**config.mk**
```make
export PLATFORM = sky130hd
export DESIGN_NAME = dual_pot_brake_pedal_checker_unit
export DESIGN_NICKNAME = d
export VERILOG_FILES = /design/src/hdl/dpbpc_pkg.sv /design/src/hdl/dpbpc_lane.sv /design/src/hdl/dpbpc_merge.sv /design/src/hdl/dual_pot_brake_pedal_checker_unit.sv
export SDC_FILE = /design/constraint.sdc
export NUM_CORES = 2
export LEC_CHECK = 0
export ABC_CLOCK_PERIOD_IN_PS = 37800
export BUFFER_PORTS_ARGS = -buffer_cell sky130_fd_sc_hd__buf_2
export CELL_PAD_IN_SITES_DETAIL_PLACEMENT = 0
export CELL_PAD_IN_SITES_GLOBAL_PLACEMENT = 1
export CORE_ASPECT_RATIO = 0.6
export CORE_MARGIN = 8
export CORE_UTILIZATION = 47
export CTS_CLUSTER_DIAMETER = 80
export DETAILED_ROUTE_END_ITERATION = 10
export HOLD_SLACK_MARGIN = 0.15
export PLACE_DENSITY = 0.82
export SYNTH_ARGS = -nofsm -noshare
export SYNTH_HDL_FRONTEND = slang
export SYNTH_SLANG_ARGS = --single-unit
export TNS_END_PERCENT = 5
```
**constraint.sdc**
```tcl
create_clock -name clk -period 37.8 [get_ports clk]
set_input_delay 3.78 -clock clk [delete_from_list [all_inputs] [get_ports clk]]
set_output_delay 3.78 -clock clk [all_outputs]
set_load 0.02 [all_outputs]
```
**src/hdl/dpbpc_pkg.sv**
```systemverilog
`default_nettype none
package dpbpc_pkg;
  localparam int ADC_BITS_DEF = 12;
  localparam int RANGE_TOL_DEF = 150;
  localparam int MAX_DISAGREE_DEF = 150;
  localparam int QW = 11;   // quotient bits of a lane divider; larger quotients saturate at 2047

  localparam logic [2:0] ST_OK       = 3'd0;
  localparam logic [2:0] ST_CH1_HIGH = 3'd1;
  localparam logic [2:0] ST_CH1_LOW  = 3'd2;
  localparam logic [2:0] ST_CH2_HIGH = 3'd3;
  localparam logic [2:0] ST_CH2_LOW  = 3'd4;
  localparam logic [2:0] ST_MISMATCH = 3'd5;

  localparam logic [2:0] REG_MIN1  = 3'd0;
  localparam logic [2:0] REG_MAX1  = 3'd1;
  localparam logic [2:0] REG_MIN2  = 3'd2;
  localparam logic [2:0] REG_MAX2  = 3'd3;
  localparam logic [2:0] REG_DUAL  = 3'd4;
  localparam logic [2:0] REG_INV   = 3'd5;
  localparam logic [2:0] REG_RMIN  = 3'd6;
  localparam logic [2:0] REG_RMAX  = 3'd7;

  // One lane result: truncated per mille, clamped to 0..1000, with out-of-range flags.
  typedef struct packed {
    logic hi;                 // above 1000 + tolerance
    logic lo;                 // below -tolerance
    logic [9:0] clamped;      // 0..1000
  } lane_res_t;
endpackage
`default_nettype wire

```
**src/hdl/dpbpc_lane.sv**
```systemverilog
`default_nettype none
// Pipelined restoring divider: (raw - lo) * 1000 / (hi - lo), truncating toward zero.
// One quotient bit per stage, QW stages, then one classification stage.
module dpbpc_lane #(
  parameter int ADC_BITS = dpbpc_pkg::ADC_BITS_DEF,
  parameter int RANGE_TOL = dpbpc_pkg::RANGE_TOL_DEF
) (
  input  wire logic                clk,
  input  wire logic                en,
  input  wire logic [ADC_BITS-1:0] raw,
  input  wire logic [ADC_BITS-1:0] lo,
  input  wire logic [ADC_BITS-1:0] hi,
  output dpbpc_pkg::lane_res_t     res
);
  import dpbpc_pkg::*;
  localparam int NW = ADC_BITS + 11;   // |num| < 2^ADC_BITS * 1024
  localparam int DW = ADC_BITS + 1;

  logic [NW-1:0] num_r [QW+1];
  logic [DW-1:0] den_r [QW+1];
  logic [QW-1:0] q_r   [QW+1];
  logic          neg_r [QW+1];
  logic          zero_r[QW+1];

  logic signed [ADC_BITS:0] dnum, dden;
  logic signed [NW:0] prod;
  always_comb begin
    dnum = $signed({1'b0, raw}) - $signed({1'b0, lo});
    dden = $signed({1'b0, hi}) - $signed({1'b0, lo});
    prod = NW'(dnum) * $signed((NW+1)'(1000));
  end

  always_ff @(posedge clk) begin
    if (en) begin
      num_r[0]  <= prod[NW] ? NW'(-prod) : prod[NW-1:0];
      den_r[0]  <= dden[ADC_BITS] ? DW'(-dden) : DW'(dden);
      neg_r[0]  <= prod[NW] ^ dden[ADC_BITS];
      zero_r[0] <= (dden == '0);
      q_r[0]    <= '0;
    end
  end

  for (genvar s = 0; s < QW; s++) begin : g_stage
    localparam int B = QW - 1 - s;
    logic [NW:0] trial;
    logic [NW:0] dsh;
    always_comb begin
      dsh   = (NW+1)'(den_r[s]) << B;
      trial = {1'b0, num_r[s]} - dsh;
    end
    always_ff @(posedge clk) begin
      if (en) begin
        num_r[s+1]  <= trial[NW] ? num_r[s] : trial[NW-1:0];
        q_r[s+1]    <= q_r[s] | (trial[NW] ? '0 : QW'(1) << B);
        den_r[s+1]  <= den_r[s];
        neg_r[s+1]  <= neg_r[s];
        zero_r[s+1] <= zero_r[s];
      end
    end
  end

  logic [QW-1:0] mag;
  logic ishi, islo;
  always_comb begin
    mag  = zero_r[QW] ? '0 : q_r[QW];
    ishi = !neg_r[QW] && (32'(mag) > 32'(1000 + RANGE_TOL));
    islo = neg_r[QW] && (32'(mag) > 32'(RANGE_TOL));
  end
  always_ff @(posedge clk) begin
    if (en) begin
      res.hi <= ishi;
      res.lo <= islo;
      res.clamped <= (neg_r[QW] || mag == '0) ? 10'd0 :
                     (mag > QW'(1000)) ? 10'd1000 : mag[9:0];
    end
  end
endmodule
`default_nettype wire

```
**src/hdl/dpbpc_merge.sv**
```systemverilog
`default_nettype none
// Combines the three lanes into status, pedal and regen, in two stages.
// The regen division by 1000 is a reciprocal multiply on the product magnitude.
module dpbpc_merge #(
  parameter int MAX_DISAGREE = dpbpc_pkg::MAX_DISAGREE_DEF
) (
  input  wire logic           clk,
  input  wire logic           en,
  input  wire dpbpc_pkg::lane_res_t l1,
  input  wire dpbpc_pkg::lane_res_t l2,
  input  wire dpbpc_pkg::lane_res_t lp,
  input  wire logic           dual,
  input  wire logic           inv,
  input  wire logic           pedal_off,
  input  wire logic [6:0]     rmin,
  input  wire logic [6:0]     rmax,
  output logic [2:0]          status,
  output logic [9:0]          pedal,
  output logic signed [10:0]  regen
);
  import dpbpc_pkg::*;
  // ceil(2^31 / 1000): exact floor division for every magnitude below 2^21.
  localparam logic [21:0] RECIP_1000 = 22'd2147484;

  logic [2:0] st_nxt, st_r;
  logic [9:0] ped_nxt, ped_r;
  logic signed [12:0] d;
  logic signed [12:0] sum;
  logic signed [7:0] rspan;
  logic [6:0] rabs;
  logic [10:0] rspan10;
  logic [20:0] pmag_nxt, pmag_r;
  logic pneg_r;
  logic [6:0] rmin_r;
  logic [42:0] qprod;
  logic [11:0] qmag;
  logic [10:0] rmin10;
  logic signed [12:0] qs, rg;
  logic [2:0] status_r;
  logic [9:0] pedal_r;
  logic signed [10:0] regen_r;

  always_comb begin
    sum = 13'sd1000 - $signed({3'b0, l1.clamped}) - $signed({3'b0, l2.clamped});
    d   = $signed({3'b0, l1.clamped}) - $signed({3'b0, l2.clamped});
    priority if (l1.hi) st_nxt = ST_CH1_HIGH;
    else if (l1.lo) st_nxt = ST_CH1_LOW;
    else if (!dual) st_nxt = ST_OK;
    else if (l2.hi) st_nxt = ST_CH2_HIGH;
    else if (l2.lo) st_nxt = ST_CH2_LOW;
    else if (inv && (sum > 13'(MAX_DISAGREE) || sum < -13'(MAX_DISAGREE)))
      st_nxt = ST_MISMATCH;
    else if (!inv && (d > 13'(MAX_DISAGREE) || d < -13'(MAX_DISAGREE)))
      st_nxt = ST_MISMATCH;
    else st_nxt = ST_OK;
    ped_nxt = (pedal_off || lp.clamped < 10'd15) ? 10'd0 : lp.clamped;
    // The regen product is kept as a magnitude plus the sign of the span.
    rspan    = $signed({1'b0, rmax}) - $signed({1'b0, rmin});
    rabs     = rspan[7] ? 7'(-rspan) : 7'(rspan);
    rspan10  = 11'(rabs) * 11'd10;
    pmag_nxt = 21'(rspan10) * 21'(ped_nxt);
  end

  always_ff @(posedge clk) begin
    if (en) begin
      st_r   <= st_nxt;
      ped_r  <= ped_nxt;
      pmag_r <= pmag_nxt;
      pneg_r <= rspan[7];
      rmin_r <= rmin;
    end
  end

  always_comb begin
    qprod  = 43'(pmag_r) * 43'(RECIP_1000);
    qmag   = qprod[42:31];
    rmin10 = 11'(rmin_r) * 11'd10;
    qs     = $signed({1'b0, qmag});
    rg     = (pneg_r ? qs : -qs) - $signed({2'b0, rmin10});
    if (rg > 13'sd1000) rg = 13'sd1000;
    if (rg < -13'sd1000) rg = -13'sd1000;
  end

  always_ff @(posedge clk) begin
    if (en) begin
      status_r <= st_r;
      pedal_r  <= ped_r;
      regen_r  <= rg[10:0];
    end
  end

  assign status = status_r;
  assign pedal  = pedal_r;
  assign regen  = regen_r;
endmodule
`default_nettype wire

```
**src/hdl/dual_pot_brake_pedal_checker_unit.sv**
```systemverilog
// Throughput: one word per cycle, set by the three pipelined dividers, while
// no result word is held by out_stall.
// The whole pipeline advances when its last stage is empty or being taken.
// Reset (synchronous, rst_n low) clears the valid bits and loads the
// calibration registers with their defaults.
`default_nettype none
module dual_pot_brake_pedal_checker_unit #(
  parameter int RANGE_TOL = dpbpc_pkg::RANGE_TOL_DEF,
  parameter int MAX_DISAGREE = dpbpc_pkg::MAX_DISAGREE_DEF
) (
  input  wire logic        clk,
  input  wire logic        rst_n,
  input  wire logic        in_valid,
  output logic             in_stall,
  input  wire logic [11:0] in_raw_first,
  input  wire logic [11:0] in_raw_second,
  output logic             out_valid,
  input  wire logic        out_stall,
  output logic             out_signal_ok,
  output logic [2:0]       out_status_code,
  output logic [9:0]       out_pedal_per_mille,
  output logic signed [10:0] out_regen_level,
  input  wire logic        cfg_psel,
  input  wire logic        cfg_penable,
  input  wire logic        cfg_pwrite,
  input  wire logic [4:0]  cfg_paddr,
  input  wire logic [31:0] cfg_pwdata,
  output logic [31:0]      cfg_prdata,
  output logic             cfg_pready
);
  import dpbpc_pkg::*;
  localparam int LAT = QW + 4;
  // The sample and level widths are fixed by the register map.
  localparam int ADC_BITS = ADC_BITS_DEF;

  // Calibration and regen registers.
  logic [11:0] min1_r, max1_r, min2_r, max2_r;
  logic dual_r, inv_r;
  logic [6:0] rmin_r, rmax_r;
  logic [2:0] ridx;
  logic wr;
  assign ridx = cfg_paddr[4:2];
  assign cfg_pready = 1'b1;
  assign wr = cfg_psel && cfg_penable && cfg_pwrite;

  always_ff @(posedge clk) begin
    if (!rst_n) begin
      min1_r <= 12'd409; max1_r <= 12'd3681;
      min2_r <= 12'd409; max2_r <= 12'd3681;
      dual_r <= 1'b1; inv_r <= 1'b0; rmin_r <= '0; rmax_r <= '0;
    end else if (wr && cfg_paddr[1:0] == 2'b00) begin
      unique case (ridx)
        REG_MIN1: min1_r <= cfg_pwdata[11:0];
        REG_MAX1: max1_r <= cfg_pwdata[11:0];
        REG_MIN2: min2_r <= cfg_pwdata[11:0];
        REG_MAX2: max2_r <= cfg_pwdata[11:0];
        REG_DUAL: dual_r <= cfg_pwdata[0];
        REG_INV:  inv_r  <= cfg_pwdata[0];
        REG_RMIN: rmin_r <= cfg_pwdata[6:0];
        REG_RMAX: rmax_r <= cfg_pwdata[6:0];
      endcase
    end
  end

  always_comb begin
    unique case (ridx)
      REG_MIN1: cfg_prdata = {20'b0, min1_r};
      REG_MAX1: cfg_prdata = {20'b0, max1_r};
      REG_MIN2: cfg_prdata = {20'b0, min2_r};
      REG_MAX2: cfg_prdata = {20'b0, max2_r};
      REG_DUAL: cfg_prdata = {31'b0, dual_r};
      REG_INV:  cfg_prdata = {31'b0, inv_r};
      REG_RMIN: cfg_prdata = {25'b0, rmin_r};
      REG_RMAX: cfg_prdata = {25'b0, rmax_r};
    endcase
  end

  // Pipeline valid bits; all stages move together.
  logic [LAT-1:0] vld_r;
  logic adv;
  assign adv = !(vld_r[LAT-1] && out_stall);
  assign in_stall = !adv;
  always_ff @(posedge clk) begin
    if (!rst_n) vld_r <= '0;
    else if (adv) vld_r <= {vld_r[LAT-2:0], in_valid};
  end

  // The pedal lane clamps channel one to the calibration before dividing.
  logic [11:0] cpl;
  always_comb begin
    if (in_raw_first < min1_r) cpl = min1_r;
    else if (in_raw_first > max1_r) cpl = max1_r;
    else cpl = in_raw_first;
  end

  lane_res_t l1, l2, lp;
  dpbpc_lane #(.ADC_BITS(ADC_BITS), .RANGE_TOL(RANGE_TOL)) u_l1 (
    .clk, .en(adv), .raw(ADC_BITS'(in_raw_first)), .lo(ADC_BITS'(min1_r)),
    .hi(ADC_BITS'(max1_r)), .res(l1));
  dpbpc_lane #(.ADC_BITS(ADC_BITS), .RANGE_TOL(RANGE_TOL)) u_l2 (
    .clk, .en(adv), .raw(ADC_BITS'(in_raw_second)), .lo(ADC_BITS'(min2_r)),
    .hi(ADC_BITS'(max2_r)), .res(l2));
  dpbpc_lane #(.ADC_BITS(ADC_BITS), .RANGE_TOL(RANGE_TOL)) u_lp (
    .clk, .en(adv), .raw(ADC_BITS'(cpl)), .lo(ADC_BITS'(min1_r)),
    .hi(ADC_BITS'(max1_r)), .res(lp));

  // The user must keep configuration static while items are in flight; the block does not enforce it.
  logic [2:0] status;
  dpbpc_merge #(.MAX_DISAGREE(MAX_DISAGREE)) u_merge (
    .clk, .en(adv), .l1, .l2, .lp, .dual(dual_r), .inv(inv_r),
    .pedal_off(max1_r == '0), .rmin(rmin_r), .rmax(rmax_r),
    .status, .pedal(out_pedal_per_mille), .regen(out_regen_level));

  assign out_valid = vld_r[LAT-1];
  assign out_status_code = status;
  assign out_signal_ok = (status == ST_OK);

`ifndef ASSERT_OFF
  a_stall_hold: assert property (@(posedge clk) disable iff (!rst_n)
    out_valid && out_stall |=> out_valid && $stable(out_status_code))
    else $error("result word changed under stall");
  a_in_stall: assert property (@(posedge clk) disable iff (!rst_n)
    in_stall |-> out_valid)
    else $error("input stalled with empty output");
  a_ok: assert property (@(posedge clk) disable iff (!rst_n)
    out_valid |-> out_status_code <= ST_MISMATCH)
    else $error("bad status");
`endif
endmodule
`default_nettype wire

```
==> results.sh <==
export IMPL_antenna_cells=0
export IMPL_cp_top_family="compound AO/OA/AOI/OAI gates"
export IMPL_p_sw_mw=3.54
export IMPL_top_layer="met4"
export IMPL_drc=0
export IMPL_yosysTopAreaCell="edfxtp_1"
export IMPL_async_reset_ff_frac=0
export IMPL_setup_viol=0
export IMPL_start_util=0.473
export IMPL_worstRegToRegCells=38
export IMPL_area_delta_synth_final_pct=9.15
export IMPL_portBuffers=86
export IMPL_synth_common_cells="1312 x edfxtp_1, 1138 x inv_1, 927 x ha_1"
export IMPL_synth_top_area_share=0.431
export IMPL_fin_ws_ps=23940
export IMPL_synth_area_leaders="edfxtp_1 43%, ha_1 13%, fa_1 7.1%"
export IMPL_rrSetupSlack_ps=26450
export IMPL_rsz0062_at_grt="no"
export IMPL_run_status="finished clean"
export IMPL_fin_crit_sh=0.367
export IMPL_ir_drop_mv=0.138
export IMPL_critPathLaunch="in_raw_first[1]"
export IMPL_synthFlopType="edfxtp_1"
export IMPL_drt_wl_total_mm=197
export IMPL_yosysMostFrequentCell="edfxtp_1"
export IMPL_wire_per_inst_um=17.4
export IMPL_cp_arrival_ps=14400
export IMPL_hold_viol=0
export IMPL_fp_row_count=125
export IMPL_crit_buf_inv=3
export IMPL_clk_latency_ps=790
export IMPL_vias=60400
export IMPL_clockRootBuffer="clkbuf_16"
export IMPL_timing_rr_end="u_lp.num_r[0][4]$_DFFE_PN_"
export IMPL_cts_resized=0
export IMPL_overflow=0
export IMPL_cts_setup_buffers=0
export IMPL_wl_met3_mm=10.5
export IMPL_share_seq_of_total_power=0.319
export IMPL_clkPwrFrac=0.162
export IMPL_place_gp_congestion=0.898
export IMPL_grt_pass1_wl_mm=317
export IMPL_swShare=0.397
export IMPL_slew_viol_final=0
export IMPL_track_usage=0.185
export IMPL_critPathCapture="u_lp.num_r[0][4]$_DFFE_PN_"
export IMPL_ctsHtreeMaxLevel=4
export IMPL_ys_types=98
export IMPL_slew_headroom=0.204
export IMPL_die_area_sq_um=209000
export IMPL_clockBufferDepth=4
export IMPL_syn_avg_cell_area_sq_um=10.9
export IMPL_endpoint_kind="flop"
export IMPL_fmax_ghz=0.0722
export IMPL_cts_tree="yes"
export IMPL_cap_viol_max_count=0
export IMPL_via_per_inst=5.35
export IMPL_stdcell_area_sq_um=99800
export IMPL_slowest_delay_ps=800
export IMPL_synthCells=8421
export IMPL_path_depth=38
export IMPL_syn_area_sq_um=91500
export IMPL_crit_path_start_kind="primary input"
export IMPL_hpwlAfterDp_mm=154
export IMPL_place_area_sq_um=95100
export IMPL_grt_pass1_vias=59300
export IMPL_cts_hold_buffers=0
export IMPL_path_clk_slew_ps=70
export IMPL_numCtsBuffers=148
export IMPL_worst_path_max_fanout=25
export IMPL_leakage_nw=42.9
export IMPL_ys_ff_latch=1391
export IMPL_synth_edf_count=1312
export IMPL_cp_required_ps=38340
export IMPL_synth_seq_area_share=0.448
export IMPL_ant_nets=0
export IMPL_worstSetupPathType="in2reg"
export IMPL_nets=9907
export IMPL_die_x_um=585
export IMPL_tightest_slew_ps=1190
export IMPL_layout_min_cycle_time_ps=13860
export IMPL_clock_sinks=1391
export IMPL_finalClockSkew_ps=51.5
export IMPL_pin_count=128
export IMPL_wl_met2_mm=80.5
export IMPL_grt_max_degree=195
export IMPL_ys_warnings_count=0
export IMPL_rr_startpoint="min1_r[1]$_SDFFE_PN0P_"
export IMPL_antenna_found_initial=2
export IMPL_internal_power_mw=5.37
export IMPL_drt_iter0_drc=4283
export IMPL_combPwrFrac=0.519
export IMPL_pre_cts_ws_ps=23290
export IMPL_wl_met1_mm=103
export IMPL_die_height_um=358
export IMPL_p_per_area_nw_per_um2=89.2
export IMPL_drt_pre_antenna_iters=5
export IMPL_coreArea_sq_um=193000
export IMPL_fin_tns_setup_ps=0
export IMPL_cpMaxStageDelayCell="a31oi_2"
export IMPL_cp_common_cell="o21ai_0"
export IMPL_hp_class="reg2reg"
export IMPL_drive_above_1_share=0.0694
## layout make-up
class	count	area, sq um
Fill cell	16700	93600
Clock inverter	82	926
Sequential cell	1391	41000
Tap cell	2603	3260
Multi-Input combinational cell	5776	45800
Timing Repair Buffer	128	783
Clock buffer	171	3830
Inverter	1141	4280
## cell families after synthesis
group,count (synthesis),share of synthesized area
AND/OR/NAND/NOR,2139,0.110
other,2,0.0000821
flip-flops,1391,0.448
adder cells (fa/ha/maj),1253,0.198
AO/OA/AOI/OAI,1610,0.112
buffers and inverters,1276,0.0534
XOR/XNOR,513,0.0491
multiplexers,237,0.0295
## per-stage QoR
stage | utilization | total power [mW] | hold WS (ps) | cells
after floorplan | - | 6.37 | 400 | 8443
after global placement | 0.491 | 7.28 | 401 | 11000
after detailed placement | 0.491 | 7.42 | 405 | 11000
after CTS | 0.516 | 8.93 | 381 | 11300
after global routing | 0.516 | 9.65 | 388 | 11300
final | 0.516 | 8.91 | 383 | 11300
## how the worst min path moves through the flow
stage                                start                           to  slack [ps]  cells after the start
2_1_floorplan   u_l1.neg_r[0][0]$_DFFE_PN_   u_l1.neg_r[0][1]$_DFFE_PN_         400                      0
3_3_place_gp     u_l2.q_r[1][41]$_DFFE_PN_     u_l2.q_r[2][8]$_DFFE_PN_         400                      0
3_5_place_dp   u_l1.num_r[0][51]$_DFFE_PN_  u_l1.num_r[0][74]$_DFFE_PN_         400                      0
4_1_cts           u_lp.q_r[9][9]$_DFFE_PN_    u_lp.q_r[10][9]$_DFFE_PN_         380                      0
5_1_grt         u_lp.neg_r[2][2]$_DFFE_PN_   u_lp.neg_r[2][3]$_DFFE_PN_         390                      0
6_report          u_lp.q_r[9][9]$_DFFE_PN_    u_lp.q_r[10][9]$_DFFE_PN_         380                      0
## layout by cell type (no fill, tap or decap), types with 160 or more instances in the layout
master    synthesis  layout
nand2_1         603     602
edfxtp_1       1312    1312
fa_1            326     326
mux2_2          160     160
xor2_1          193     193
a21boi_0        201     201
xnor2_1         320     320
inv_1          1138    1138
o21ai_0         426     425
nor2_1          677     677
a21oi_1         433     432
ha_1            927     927
## routing by layer
layer | vias up | global-route usage
li1 | 30000 | -
met1 | 28800 | 0.292
met2 | 1418 | 0.272
met3 | 208 | 0.0266
met4 | 0 | 0.0316
met5 | - | 0
## registers in the layout, indices dropped and copies added, names as in the netlist, 15 cells and up
| register | flops |
|---|---|
| u_l2.q_r | 66 |
| u_l1.q_r | 66 |
| u_l1.num_r | 223 |
| u_l2.num_r | 223 |
| u_l1.den_r | 92 |
| vld_r | 15 |
| u_lp.q_r | 66 |
| u_lp.den_r | 51 |
| u_lp.num_r | 223 |
| u_l2.den_r | 143 |
| u_merge.pmag_r | 20 |
## power by group through the flow
stage | combinational [mW] | sequential (mW) | clock, mW
floorplan | 3.64 | 2.73 | 0
global placement | 4.43 | 2.85 | 0
detailed placement | 4.56 | 2.87 | 0
CTS | 4.60 | 2.84 | 1.48
global route | 5.21 | 2.90 | 1.54
finish | 4.62 | 2.84 | 1.44
## worst reg2reg max path, delay by kind of cell (launching register included)
kind | cells | cell delay, ps
buffers and inverters | 3 | 500
flip-flops | 1 | 420
AND/OR/NAND/NOR | 8 | 2030
XOR/XNOR | 1 | 530
multiplexers | 1 | 360
AO/OA/AOI/OAI | 18 | 4150
adder cells (fa/ha/maj) | 7 | 3110
(Power assumes the default switching activity.)
